## config.mk

```make
export PLATFORM = sky130hd
export DESIGN_NAME = paddle_pot_charge_timing_core
export DESIGN_NICKNAME = d
export VERILOG_FILES = /design/src/hdl/ppct_pkg.sv /design/src/hdl/ppct_front.sv /design/src/hdl/ppct_queue.sv /design/src/hdl/ppct_back.sv /design/src/hdl/paddle_pot_charge_timing_core.sv
export SDC_FILE = /design/constraint.sdc
export NUM_CORES = 1
export LEC_CHECK = 0
export BUFFER_PORTS_ARGS = -buffer_cell sky130_fd_sc_hd__buf_2
export CORE_MARGIN = 5
export CORE_UTILIZATION = 35
export CTS_CLUSTER_DIAMETER = 50
export DETAILED_ROUTE_END_ITERATION = 7
export PLACE_DENSITY = 0.61
export SKIP_CTS_REPAIR_TIMING = 1
export SLEW_MARGIN = 20
export SYNTH_ARGS = -nofsm -noshare
export SYNTH_HDL_FRONTEND = slang
export SYNTH_SLANG_ARGS = --single-unit
```

## constraint.sdc

```tcl
create_clock -name clk -period 9.75 [get_ports clk]
set_input_delay 0.4875 -clock clk [delete_from_list [all_inputs] [get_ports clk]]
set_output_delay 0.4875 -clock clk [all_outputs]
set_load 0.01 [all_outputs]
```

## src/hdl/ppct_pkg.sv

```systemverilog
package ppct_pkg;

	localparam logic [1:0] REQ_TICK  = 2'd0;
	localparam logic [1:0] REQ_EVENT = 2'd1;
	localparam logic [1:0] REQ_SET   = 2'd2;

	localparam logic CFG_CYCLE_LENGTH = 1'b0;
	localparam logic CFG_REARM_COUNT  = 1'b1;

	localparam logic [15:0] RESET_CYCLE_LENGTH = 16'd25000;
	localparam logic [15:0] RESET_REARM_COUNT  = 16'd17000;
	localparam logic [15:0] INIT_COMPARE       = 16'd16000;
	localparam logic [7:0]  POT_MIN            = 8'd1;
	localparam logic [7:0]  POT_MAX            = 8'd228;
	localparam int unsigned POT_SCALE_SHIFT    = 6;

	localparam int unsigned QUEUE_DEPTH = 2;
	localparam int unsigned QPTR_W      = 1;
	localparam int unsigned QCNT_W      = 2;

	typedef enum logic [1:0] {
		OP_TICK,
		OP_EVENT,
		OP_SET,
		OP_NOP
	} op_t;

	typedef struct packed {
		logic [1:0]  req_type;
		logic        pot_index;
		logic [7:0]  pot_value;
		logic [31:0] timestamp_ms;
	} in_item_t;

	typedef struct packed {
		logic       charge_pot0;
		logic       charge_pot1;
		logic [7:0] period_ms;
		logic       comparator_armed;
		logic       event_ignored;
	} out_item_t;

	typedef struct packed {
		op_t         op;
		logic        pot_index;
		logic [15:0] cmp_value;
		logic [31:0] timestamp_ms;
	} cmd_t;

	typedef struct packed {
		logic [15:0] cycle_length;
		logic [15:0] rearm_count;
	} cfg_t;

endpackage

```

## src/hdl/ppct_front.sv

```systemverilog
module ppct_front
	import ppct_pkg::*;
(
	input  logic     in_valid,
	input  in_item_t in_data,
	input  logic     q_full,
	output logic     in_stall,
	output logic     push,
	output cmd_t     cmd
);

	logic [7:0] pot_clamped;

	always_comb begin
		pot_clamped = in_data.pot_value;
		if (in_data.pot_value < POT_MIN) begin
			pot_clamped = POT_MIN;
		end else if (in_data.pot_value > POT_MAX) begin
			pot_clamped = POT_MAX;
		end
	end

	always_comb begin
		unique case (in_data.req_type)
			REQ_TICK: begin
				cmd.op = OP_TICK;
			end
			REQ_EVENT: begin
				cmd.op = OP_EVENT;
			end
			REQ_SET: begin
				cmd.op = OP_SET;
			end
			default: begin
				cmd.op = OP_NOP;
			end
		endcase
		cmd.pot_index    = in_data.pot_index;
		cmd.cmp_value    = 16'(pot_clamped) << POT_SCALE_SHIFT;
		cmd.timestamp_ms = in_data.timestamp_ms;
	end

	assign in_stall = q_full;
	assign push     = in_valid & ~q_full;

endmodule

```

## src/hdl/ppct_queue.sv

```systemverilog
module ppct_queue
	import ppct_pkg::*;
(
	input  logic clk,
	input  logic arst_n,
	input  logic push,
	input  cmd_t push_cmd,
	input  logic pop,
	output logic full,
	output logic head_valid,
	output cmd_t head_cmd
);

	cmd_t              mem_q [QUEUE_DEPTH];
	logic [QPTR_W-1:0] wr_ptr_q;
	logic [QPTR_W-1:0] rd_ptr_q;
	logic [QCNT_W-1:0] count_q;

	function automatic logic [QPTR_W-1:0] ptr_inc(input logic [QPTR_W-1:0] p);
		ptr_inc = (p == QPTR_W'(QUEUE_DEPTH - 1)) ? '0 : p + 1'b1;
	endfunction

	assign full       = (count_q == QCNT_W'(QUEUE_DEPTH));
	assign head_valid = (count_q != '0);
	assign head_cmd   = mem_q[rd_ptr_q];

	always_ff @(posedge clk) begin
		if (push) begin
			mem_q[wr_ptr_q] <= push_cmd;
		end
	end

	always_ff @(posedge clk or negedge arst_n) begin
		if (!arst_n) begin
			wr_ptr_q <= '0;
			rd_ptr_q <= '0;
			count_q  <= '0;
		end else begin
			if (push) begin
				wr_ptr_q <= ptr_inc(wr_ptr_q);
			end
			if (pop) begin
				rd_ptr_q <= ptr_inc(rd_ptr_q);
			end
			unique case ({push, pop})
				2'b10: begin
					count_q <= count_q + 1'b1;
				end
				2'b01: begin
					count_q <= count_q - 1'b1;
				end
				default: begin
					count_q <= count_q;
				end
			endcase
		end
	end

	a_no_overflow: assert property (@(posedge clk) disable iff (!arst_n)
		!(push && full && !pop))
		else $error("queue transfer while full");
	a_no_underflow: assert property (@(posedge clk) disable iff (!arst_n)
		pop |-> head_valid)
		else $error("queue pop while empty");
	a_count_bound: assert property (@(posedge clk) disable iff (!arst_n)
		count_q <= QCNT_W'(QUEUE_DEPTH))
		else $error("queue count out of range");

endmodule

```

## src/hdl/ppct_back.sv

```systemverilog
module ppct_back
	import ppct_pkg::*;
#(
	parameter int unsigned FILTER_DEPTH = 10
) (
	input  logic      clk,
	input  logic      arst_n,
	input  cfg_t      cfg,
	input  logic      head_valid,
	input  cmd_t      cmd,
	output logic      pop,
	output logic      out_valid,
	input  logic      out_stall,
	output out_item_t out_data
);

	localparam int unsigned POS_W       = (FILTER_DEPTH > 1) ? $clog2(FILTER_DEPTH) : 1;
	localparam int unsigned SUM_W       = $clog2(FILTER_DEPTH * 255 + 1);
	localparam int unsigned DIV_L       = $clog2(FILTER_DEPTH);
	localparam int unsigned RECIP_SHIFT = SUM_W + DIV_L;
	localparam int unsigned RECIP_W     = SUM_W + 1;
	localparam int unsigned PROD_W      = SUM_W + RECIP_W;
	localparam logic [RECIP_W-1:0] RECIP =
		RECIP_W'((64'd1 << RECIP_SHIFT) / FILTER_DEPTH + 64'd1);

	logic [15:0]       cnt_q, cnt_d;
	logic              armed_q, armed_d;
	logic [1:0]        pins_q, pins_d;
	logic [1:0][15:0]  act_q, act_d;
	logic [1:0][15:0]  pend_q, pend_d;
	logic              tvalid_q, tvalid_d;
	logic [31:0]       last_q, last_d;
	logic [POS_W-1:0]  pos_q, pos_d;
	logic [SUM_W-1:0]  sum_q, sum_d;
	logic              out_valid_q;
	out_item_t         out_data_q;

	logic [7:0]        ring_mem [FILTER_DEPTH];
	logic [FILTER_DEPTH-1:0] vld_q;
	logic [7:0]        rd_data_q;
	logic              rd_vld_q;
	logic              byp_q;
	logic [7:0]        byp_data_q;

	logic              exec;
	logic              ring_upd;
	logic              mem_we;
	logic              ignored;
	logic [15:0]       tick_cnt;
	logic [31:0]       ts_diff;
	logic [7:0]        diff;
	logic [7:0]        oldest;
	logic [POS_W-1:0]  pos_inc;
	logic [POS_W-1:0]  rd_addr;
	logic [PROD_W-1:0] prod;

	assign exec     = head_valid & (~out_valid_q | ~out_stall);
	assign pop      = exec;
	assign tick_cnt = cnt_q + 16'd1;
	assign ts_diff  = cmd.timestamp_ms - last_q;
	assign diff     = ts_diff[7:0];
	assign oldest   = byp_q ? byp_data_q : (rd_vld_q ? rd_data_q : 8'd0);
	assign pos_inc  = (pos_q == POS_W'(FILTER_DEPTH - 1)) ? '0 : pos_q + 1'b1;
	assign mem_we   = exec & ring_upd;
	assign rd_addr  = mem_we ? pos_inc : pos_q;

	always_comb begin
		cnt_d    = cnt_q;
		armed_d  = armed_q;
		pins_d   = pins_q;
		act_d    = act_q;
		pend_d   = pend_q;
		tvalid_d = tvalid_q;
		last_d   = last_q;
		pos_d    = pos_q;
		sum_d    = sum_q;
		ignored  = 1'b0;
		ring_upd = 1'b0;
		unique case (cmd.op)
			OP_TICK: begin
				if (tick_cnt == act_q[0]) begin
					pins_d[0] = 1'b1;
					act_d[0]  = pend_q[0];
				end
				if (tick_cnt == act_q[1]) begin
					pins_d[1] = 1'b1;
					act_d[1]  = pend_q[1];
				end
				if (tick_cnt == cfg.rearm_count) begin
					armed_d   = 1'b1;
					pins_d[1] = 1'b0;
				end
				cnt_d = (tick_cnt == cfg.cycle_length) ? '0 : tick_cnt;
			end
			OP_EVENT: begin
				if (!armed_q) begin
					ignored = 1'b1;
				end else begin
					cnt_d     = '0;
					pins_d[0] = 1'b0;
					armed_d   = 1'b0;
					if (tvalid_q) begin
						ring_upd = 1'b1;
						sum_d    = sum_q - SUM_W'(oldest) + SUM_W'(diff);
						pos_d    = pos_inc;
					end
					last_d   = cmd.timestamp_ms;
					tvalid_d = 1'b1;
				end
			end
			OP_SET: begin
				pend_d[cmd.pot_index] = cmd.cmp_value;
			end
			OP_NOP: begin
			end
		endcase
	end

	// period = sum / FILTER_DEPTH, exact over the sum's range
	assign prod = PROD_W'(sum_d) * PROD_W'(RECIP);

	always_ff @(posedge clk) begin
		if (mem_we) begin
			ring_mem[pos_q] <= diff;
		end
		rd_data_q  <= ring_mem[rd_addr];
		byp_data_q <= diff;
		if (exec) begin
			out_data_q.charge_pot0      <= pins_d[0];
			out_data_q.charge_pot1      <= pins_d[1];
			out_data_q.period_ms        <= prod[RECIP_SHIFT +: 8];
			out_data_q.comparator_armed <= armed_d;
			out_data_q.event_ignored    <= ignored;
		end
	end

	always_ff @(posedge clk or negedge arst_n) begin
		if (!arst_n) begin
			cnt_q       <= '0;
			armed_q     <= 1'b1;
			pins_q      <= '0;
			act_q       <= {INIT_COMPARE, INIT_COMPARE};
			pend_q      <= {INIT_COMPARE, INIT_COMPARE};
			tvalid_q    <= 1'b0;
			last_q      <= '0;
			pos_q       <= '0;
			sum_q       <= '0;
			vld_q       <= '0;
			rd_vld_q    <= 1'b0;
			byp_q       <= 1'b0;
			out_valid_q <= 1'b0;
		end else begin
			if (exec) begin
				cnt_q    <= cnt_d;
				armed_q  <= armed_d;
				pins_q   <= pins_d;
				act_q    <= act_d;
				pend_q   <= pend_d;
				tvalid_q <= tvalid_d;
				last_q   <= last_d;
				pos_q    <= pos_d;
				sum_q    <= sum_d;
			end
			if (mem_we) begin
				vld_q[pos_q] <= 1'b1;
			end
			rd_vld_q <= vld_q[rd_addr];
			byp_q    <= mem_we && (rd_addr == pos_q);
			if (exec) begin
				out_valid_q <= 1'b1;
			end else if (!out_stall) begin
				out_valid_q <= 1'b0;
			end
		end
	end

	assign out_valid = out_valid_q;
	assign out_data  = out_data_q;

	a_event_restarts: assert property (@(posedge clk) disable iff (!arst_n)
		exec && cmd.op == OP_EVENT && armed_q |=> cnt_q == '0 && !armed_q && !pins_q[0])
		else $error("armed comparator event did not restart the cycle");
	a_ignored_disarmed: assert property (@(posedge clk) disable iff (!arst_n)
		exec && ignored |-> !armed_q && !ring_upd)
		else $error("comparator event ignored while armed");
	a_sum_bound: assert property (@(posedge clk) disable iff (!arst_n)
		sum_q <= SUM_W'(FILTER_DEPTH * 255))
		else $error("filter sum out of range");

endmodule

```

## src/hdl/paddle_pot_charge_timing_core.sv

```systemverilog
// Paddle pot charge timing: every transfer on in (tick, comparator event, pot set)
// yields exactly one status transfer on out, in order. One item per clock is
// sustained while out is not stalled. The front decodes each input into a
// two-entry queue at the transfer edge, and the execution stage then updates all
// state and registers the result that is presented on out. The queue lets input
// keep flowing while out is stalled, until both entries are taken. The filter ring
// is a FILTER_DEPTH-entry memory read one entry ahead, and the period is the filter
// sum times a fixed reciprocal. cfg writes take effect on the next item and belong
// to idle periods.
module paddle_pot_charge_timing_core
	import ppct_pkg::*;
#(
	parameter int unsigned FILTER_DEPTH = 10
) (
	input  logic        clk,
	input  logic        arst_n,
	input  logic        in_valid,
	output logic        in_stall,
	input  in_item_t    in_data,
	output logic        out_valid,
	input  logic        out_stall,
	output out_item_t   out_data,
	input  logic        cfg_we,
	input  logic        cfg_index,
	input  logic [15:0] cfg_data
);

	cfg_t cfg_q;
	logic q_full;
	logic push;
	cmd_t push_cmd;
	logic pop;
	logic head_valid;
	cmd_t head_cmd;

	always_ff @(posedge clk or negedge arst_n) begin
		if (!arst_n) begin
			cfg_q.cycle_length <= RESET_CYCLE_LENGTH;
			cfg_q.rearm_count  <= RESET_REARM_COUNT;
		end else if (cfg_we) begin
			unique case (cfg_index)
				CFG_CYCLE_LENGTH: begin
					cfg_q.cycle_length <= cfg_data;
				end
				CFG_REARM_COUNT: begin
					cfg_q.rearm_count <= cfg_data;
				end
			endcase
		end
	end

	ppct_front u_front (
		.in_valid (in_valid),
		.in_data  (in_data),
		.q_full   (q_full),
		.in_stall (in_stall),
		.push     (push),
		.cmd      (push_cmd)
	);

	ppct_queue u_queue (
		.clk        (clk),
		.arst_n     (arst_n),
		.push       (push),
		.push_cmd   (push_cmd),
		.pop        (pop),
		.full       (q_full),
		.head_valid (head_valid),
		.head_cmd   (head_cmd)
	);

	ppct_back #(
		.FILTER_DEPTH (FILTER_DEPTH)
	) u_back (
		.clk        (clk),
		.arst_n     (arst_n),
		.cfg        (cfg_q),
		.head_valid (head_valid),
		.cmd        (head_cmd),
		.pop        (pop),
		.out_valid  (out_valid),
		.out_stall  (out_stall),
		.out_data   (out_data)
	);

endmodule
```

# After elaboration in Yosys (flattened, before gate mapping)
# Memory sizes are Yosys's and may differ from the RTL's. A register that Yosys moved wholly into a read port is not among the register bits.
# Index checks and enable logic that the tools add are counted.
# totals
mem_count,2
out_inout_bits,14
regBits,177
mem_bits_rw,166
inputBits,65
# classes
magnitude_cmp,7
n_eq_ne,15
muxes,41
multipliers,1
reduce_logical,16
bitwise_logic,9
addsub,9
# mem_list
memory,depth,word_bits,rd,rd_ports_with_merged_regs,wr,line,source
u_queue.mem_q,2,43,1,0,1,ppct_queue.sv:14,cmd_t mem_q [QUEUE_DEPTH];
u_back.ring_mem,10,8,1,1,1,ppct_back.sv:38,logic [7:0] ring_mem [FILTER_DEPTH];
# op_table
operator,count
equality test 16 bit,4
2-to-1 mux 16 bit,3
2-to-1 mux 12 bit,3
bitwise mux 32 bit,1
2-to-1 mux 8 bit,4
one-hot mux 16 bit (2 select lines),1
multiplier 12 x 12 -> 23 bit (second input constant),1
2-to-1 mux 1 bit,20
adder 16 x 1 -> 16 bit (second input constant),1
demux 16 bit (select 1 bit),1
adder 12 x 8 -> 12 bit,1
AND reduction 3 bit,4
subtractor 12 x 8 -> 12 bit,1
less-than comparator 4 x 5 -> 1 bit (second input constant),2
bitwise OR 10 bit,1
equality test 2 bit (second input constant),4
> comparator 8 bit (second input constant),1
less-than comparator 8 x 1 -> 1 bit (second input constant),1
2-to-1 mux 4 bit,2
subtractor 8 bit,1
equality test 2 x 1 -> 1 bit (second input constant),3
one-hot mux 2 bit (3 select lines),1
AND reduction 2 bit,3
nonzero test 2 bit,3
other kinds (20),31

# Logic depth before layout (Yosys ltp)
# depth
word_depth,8
ltp_mapped,37

# Hierarchy
# Synthesis repeated with hierarchy kept, for this count alone.
# hier_totals
cells_unflattened,1495
area_unflattened_um2,19979.2
# by_module_without_submodules
mod,area_per_inst_um2,instances,seq_area_each_um2,cells_each
ppct_back,14172.3,1,6142.1,1190
ppct_queue,4119.0,1,3163.0,175
paddle_pot_charge_timing_core,1266.2,1,814.5,69
ppct_front,421.7,1,0.0,61

# Least setup slack after synthesis
# Ideal clock, no wire load.
# synth_timing
path_type,register to register
from,register u_queue.rd_ptr_q
to,"register u_back.out_data_q (netlist bit u_back.out_data[9]), data pin"
synth_period_minus_slack_ns,8.955
slack_ns,0.795
setup_time_ns,0.260
n_path_buf,2
stages_incl_launch_ff,35
required_ns,9.490
arrival_time_ns,8.695
path_cell_list,dfrtp_1 buf_1 clkbuf_1 mux2i_1 ha_1 inv_1 fa_1 xor2_1 fa_1 ha_1 a21o_1 a21oi_1 nor2b_1 o21a_1 nor2_1 xnor2_1 mux2_2 ha_1 inv_1 fa_1 inv_1 fa_1 fa_1 inv_1 fa_1 inv_1 ha_1 nand3_1 o211ai_1 or3_1 o221ai_1 a21oi_1 a41o_1 a21oi_1 xnor2_1
# synth_between
elab_chain_cells,7
word_cells_on_any_way,8
# synth_lines
element,line,source
from (decl),ppct_queue.sv:16,logic [QPTR_W-1:0] rd_ptr_q;
from (signal assigned),ppct_queue.sv:43,rd_ptr_q <= ptr_inc(rd_ptr_q);
memory read (2 x 43 bit),-,
subtractor 8 bit,ppct_back.sv:60,assign ts_diff = cmd.timestamp_ms - last_q;
net u_back.ts_diff[2],ppct_back.sv:50,logic [31:0] ts_diff;
adder 12 x 8 -> 12 bit,ppct_back.sv:104,sum_d = sum_q - SUM_W'(oldest) + SUM_W'(diff);
2-to-1 mux 12 bit,ppct_back.sv:102,if (tvalid_q) begin
2-to-1 mux 12 bit,ppct_back.sv:96,if (!armed_q) begin
2-to-1 mux 12 bit,ppct_back.sv:79,unique case (cmd.op)
net u_back.sum_d[6],ppct_back.sv:34,"logic [SUM_W-1:0] sum_q, sum_d;"
multiplier 12 x 12 -> 23 bit,ppct_back.sv:120,assign prod = PROD_W'(sum_d) * PROD_W'(RECIP);
net u_back.prod[23],ppct_back.sv:55,logic [PROD_W-1:0] prod;
to (decl),ppct_back.sv:36,out_item_t out_data_q;
# The timed path passes the listed nets, and every way through them passes these cells.
# A chain may end at the register's enable or synchronous reset.

==> flow_metrics.tcl <==
set metrics [dict create \
    synth_edf_count 130 \
    skew_ns 0.0112 \
    r2r-end "u_back.out_data[9]" \
    p_int_mw 2.68 \
    gp_congestion 0.858 \
    clk_pin_slew_ns 0.06 \
    syn-mean-instance-area_um2 11.7 \
    switching_share 0.324 \
    postRouteAntennaNets 0 \
    area.growth.synth_to_final_pct 13.5 \
    slowest_delay_ns 0.54 \
    switching_power_mw 1.29 \
    holdWs_ns -0.0159 \
    critical_path_class "register to register" \
    r2r_slack_ns 0.82 \
    ys_warn_count 0 \
    grt_pass1_vias 9905 \
    vias 9466 \
    r2r_start "u_queue.rd_ptr_q" \
    synth_area_um2 15100 \
    num_antenna_cells 0 \
    grt_max_degree 75 \
    fin_crit_sh 0.916 \
    fin_cells 1954 \
    drt_wl_total_um 31500 \
    total_power_mw 3.96 \
    io_buffers 54 \
    critical_path_arrival_ns 9.23 \
    place_hpwl_um 23000 \
    ff2ff_path_depth 32 \
    p_leak_nw 7.43 \
    die_h_um 218 \
    async_flop_share 0.461 \
    grt_pass1_wl_um 52200 \
    p_per_area_nw_per_um2 231 \
    synth_top_flop_cell "edfxtp_1" \
    grtUsageTotal 0.134 \
    fin_crit_ns 8.93 \
    status "finished with violations" \
    antenna_found_initial 0 \
    post_drt_wl_per_cell_um 16.1 \
    num_rows 76 \
    endpoint_kind "register" \
    clockBufferDepth 3 \
    num_io_pins 79 \
    cap_violations 0 \
    syn_inst 1287 \
    dr.pass1.iters 5 \
    combPwrFrac 0.298 \
    drc 0 \
    vdd_drop_max_mv 0.187 \
    clkLatencyLatePin_ns 0.56 \
    cp_slowest_cell "fa_1" \
    required_ns 10.05 \
    placed_area_um2 16100 \
    start_util 0.352 \
    fin_area_um2 17100 \
    hold_viol_final 28 \
    ys_ff_latch 271 \
    root_buffer "clkbuf_16" \
    place_inst 1897 \
    postLayoutCoreUtil 0.400 \
    slew_headroom 0.255 \
    p_clk_frac 0.300 \
    tns_ns 0 \
    dieWidth_um 218 \
    rsz0062_at_grt "no" \
    cts-buffers-inserted 31 \
    yosysSeqAreaShare 0.490 \
    h-tree-depth 1 \
    num-nets-final 1561 \
    critPathMaxFanout 15 \
    synth_fp_nets 1503 \
    pwr-share-seq 0.402 \
    max_freq_mhz 112 \
    fp.dieArea_um2 47400 \
    crit_path_frequent_cell "fa_1" \
    critical_path.startpoint_type "register" \
    maxSlewViolCount 0 \
    setup_viol 0 \
    synth.distinct_cells 71 \
    placeableCoreArea_um2 42900 \
    overflow 0 \
    worst_pin_slew_ns 1.11 \
    failed_checks "negative hold slack" \
    drive_gt1_frac 0.203 \
    cts_sinks 271 \
    drtIter0Drc 513 \
    cts_tree "yes" \
    worstHoldPathType "input pin to async pin" \
    via_per_inst 4.84 \
]
==> layout make-up <==
class	count	area [um^2]
fill	4130	25700
sequential	271	7400
multi-input combinational	841	7040
clock buffer	35	811
tap	585	732
inverter	123	462
timing repair buffer	77	449
clock inverter	22	249
==> layer usage <==
metal | global-route usage | vias up | routed length, um
met1 | 0.184 | 4623 | 14600
met2 | 0.224 | 175 | 14800
li1 | - | 4617 | -
met4 | 0.0398 | 0 | 842
met5 | 0 | - | 0
met3 | 0.0178 | 51 | 1230
==> synthesized netlist by cell type, drive strengths merged, types with 9 or more instances <==
library cell | n | area share
buf | 15 | 0.0052
o31ai | 9 | 0.0045
xnor2 | 57 | 0.033
and2 | 18 | 0.0075
nand2b | 15 | 0.0062
nor3 | 30 | 0.0099
nand3 | 37 | 0.013
o21ai | 22 | 0.0073
xor2 | 39 | 0.023
edfxtp | 130 | 0.26
nor2b | 19 | 0.0079
mux2i | 17 | 0.011
nor2 | 48 | 0.012
nor4 | 9 | 0.0041
dfxtp | 16 | 0.021
inv | 123 | 0.031
mux2 | 85 | 0.063
fa | 47 | 0.062
dfrtp | 89 | 0.15
or2 | 17 | 0.0070
a211oi | 9 | 0.0048
a21o | 13 | 0.0065
ha | 104 | 0.086
a21oi | 46 | 0.015
and3 | 10 | 0.0041
clkbuf | 37 | 0.0092
nand2 | 95 | 0.024
o22ai | 10 | 0.0041
dfstp | 36 | 0.063
==> placed cells by master (no fill, tap or decap), types with 9 or more instances in the layout <==
master	n
and2_1	18
dfxtp_1	16
a21oi_1	46
or2_2	16
xnor2_1	57
nand3_1	36
nor2_1	48
o22ai_1	10
inv_1	123
and3_1	10
clkbuf_16	31
dfrtp_1	89
nand2_1	95
dfstp_2	36
nor3_1	29
mux2_2	84
o21ai_0	22
xor2_1	39
fa_1	47
a21o_1	13
buf_4	23
edfxtp_1	130
nor2b_1	19
ha_1	104
mux2i_1	16
o31ai_1	9
buf_2	53
nand2b_1	15
==> worst max path at each step <==
| stage | start | end | cells after the start |
|---|---|---|---|
| 2_1_floorplan | u_queue.rd_ptr_q | u_back.out_data[9] | 34 |
| 3_3_place_gp | u_queue.rd_ptr_q | u_back.out_data[9] | 32 |
| 3_5_place_dp | u_queue.rd_ptr_q | u_back.out_data[9] | 32 |
| 4_1_cts | u_queue.rd_ptr_q | u_back.out_data[9] | 31 |
| 5_1_grt | u_queue.rd_ptr_q | u_back.out_data[9] | 31 |
| 6_report | u_queue.rd_ptr_q | u_back.out_data[9] | 32 |
==> through the flow <==
stage | hold slack, ns | worst slack, ns
floorplan | 0.192 | 0.795
global placement | 0.453 | 0.814
detailed placement | 0.453 | 0.745
CTS | -0.00929 | 0.679
global route | 0.0278 | 0.197
finish | -0.0159 | 0.819
==> power by group through the flow <==
stage,Sequential [mW],Clock [mW],Combinational [mW]
final,1.59,1.19,1.18
after global routing,1.61,1.27,1.35
after CTS,1.60,1.22,1.21
after detailed placement,1.62,0,1.20
after global placement,1.61,0,1.18
after floorplan,1.58,0,0.867
==> logic make-up (layout without fill, tap and decap cells) <==
| family | after synthesis | in the layout | synth area share |
|---|---|---|---|
| AOI/OAI and AO/OA | 163 | 163 | 0.0736 |
| muxes | 102 | 102 | 0.0747 |
| other | 1 | 1 | 0.000248 |
| buffers and inverters | 175 | 257 | 0.0450 |
| adders and majority gates | 151 | 151 | 0.149 |
| DFF | 271 | 271 | 0.490 |
| xor gates and xnor gates | 97 | 97 | 0.0572 |
| and+or+nand+nor | 327 | 327 | 0.111 |
==> critical path, delay by kind of cell (launching register included) <==
kind                       cells  cell delay (ns)
adders and majority gates      9             3.79
muxes                          2             0.76
buffers and inverters          6             0.79
AOI/OAI and AO/OA              9             2.11
and+or+nand+nor                3             0.32
xor gates and xnor gates       3             0.38
DFF                            1             0.51
==> registers in the layout, indices dropped and copies added (netlist names) <==
register	count
u_back.pins_q	2
u_back.armed_q	1
u_queue.wr_ptr_q	1
u_back.out_valid	1
u_back.pos_q	4
u_back.last_q	8
u_back.vld_q	10
u_back.pend_q	16
u_queue.count_q	2
u_back.ring_mem	80
cfg_q	32
u_back.rd_data_q	8
u_queue.rd_ptr_q	1
u_queue.mem_q	38
u_back.byp_data_q	8
u_back.rd_vld_q	1
u_back.sum_q	12
u_back.byp_q	1
u_back.cnt_q	16
u_back.act_q	16
u_back.out_data	12
u_back.tvalid_q	1
Note: power is estimated with default switching activity, not from simulation.
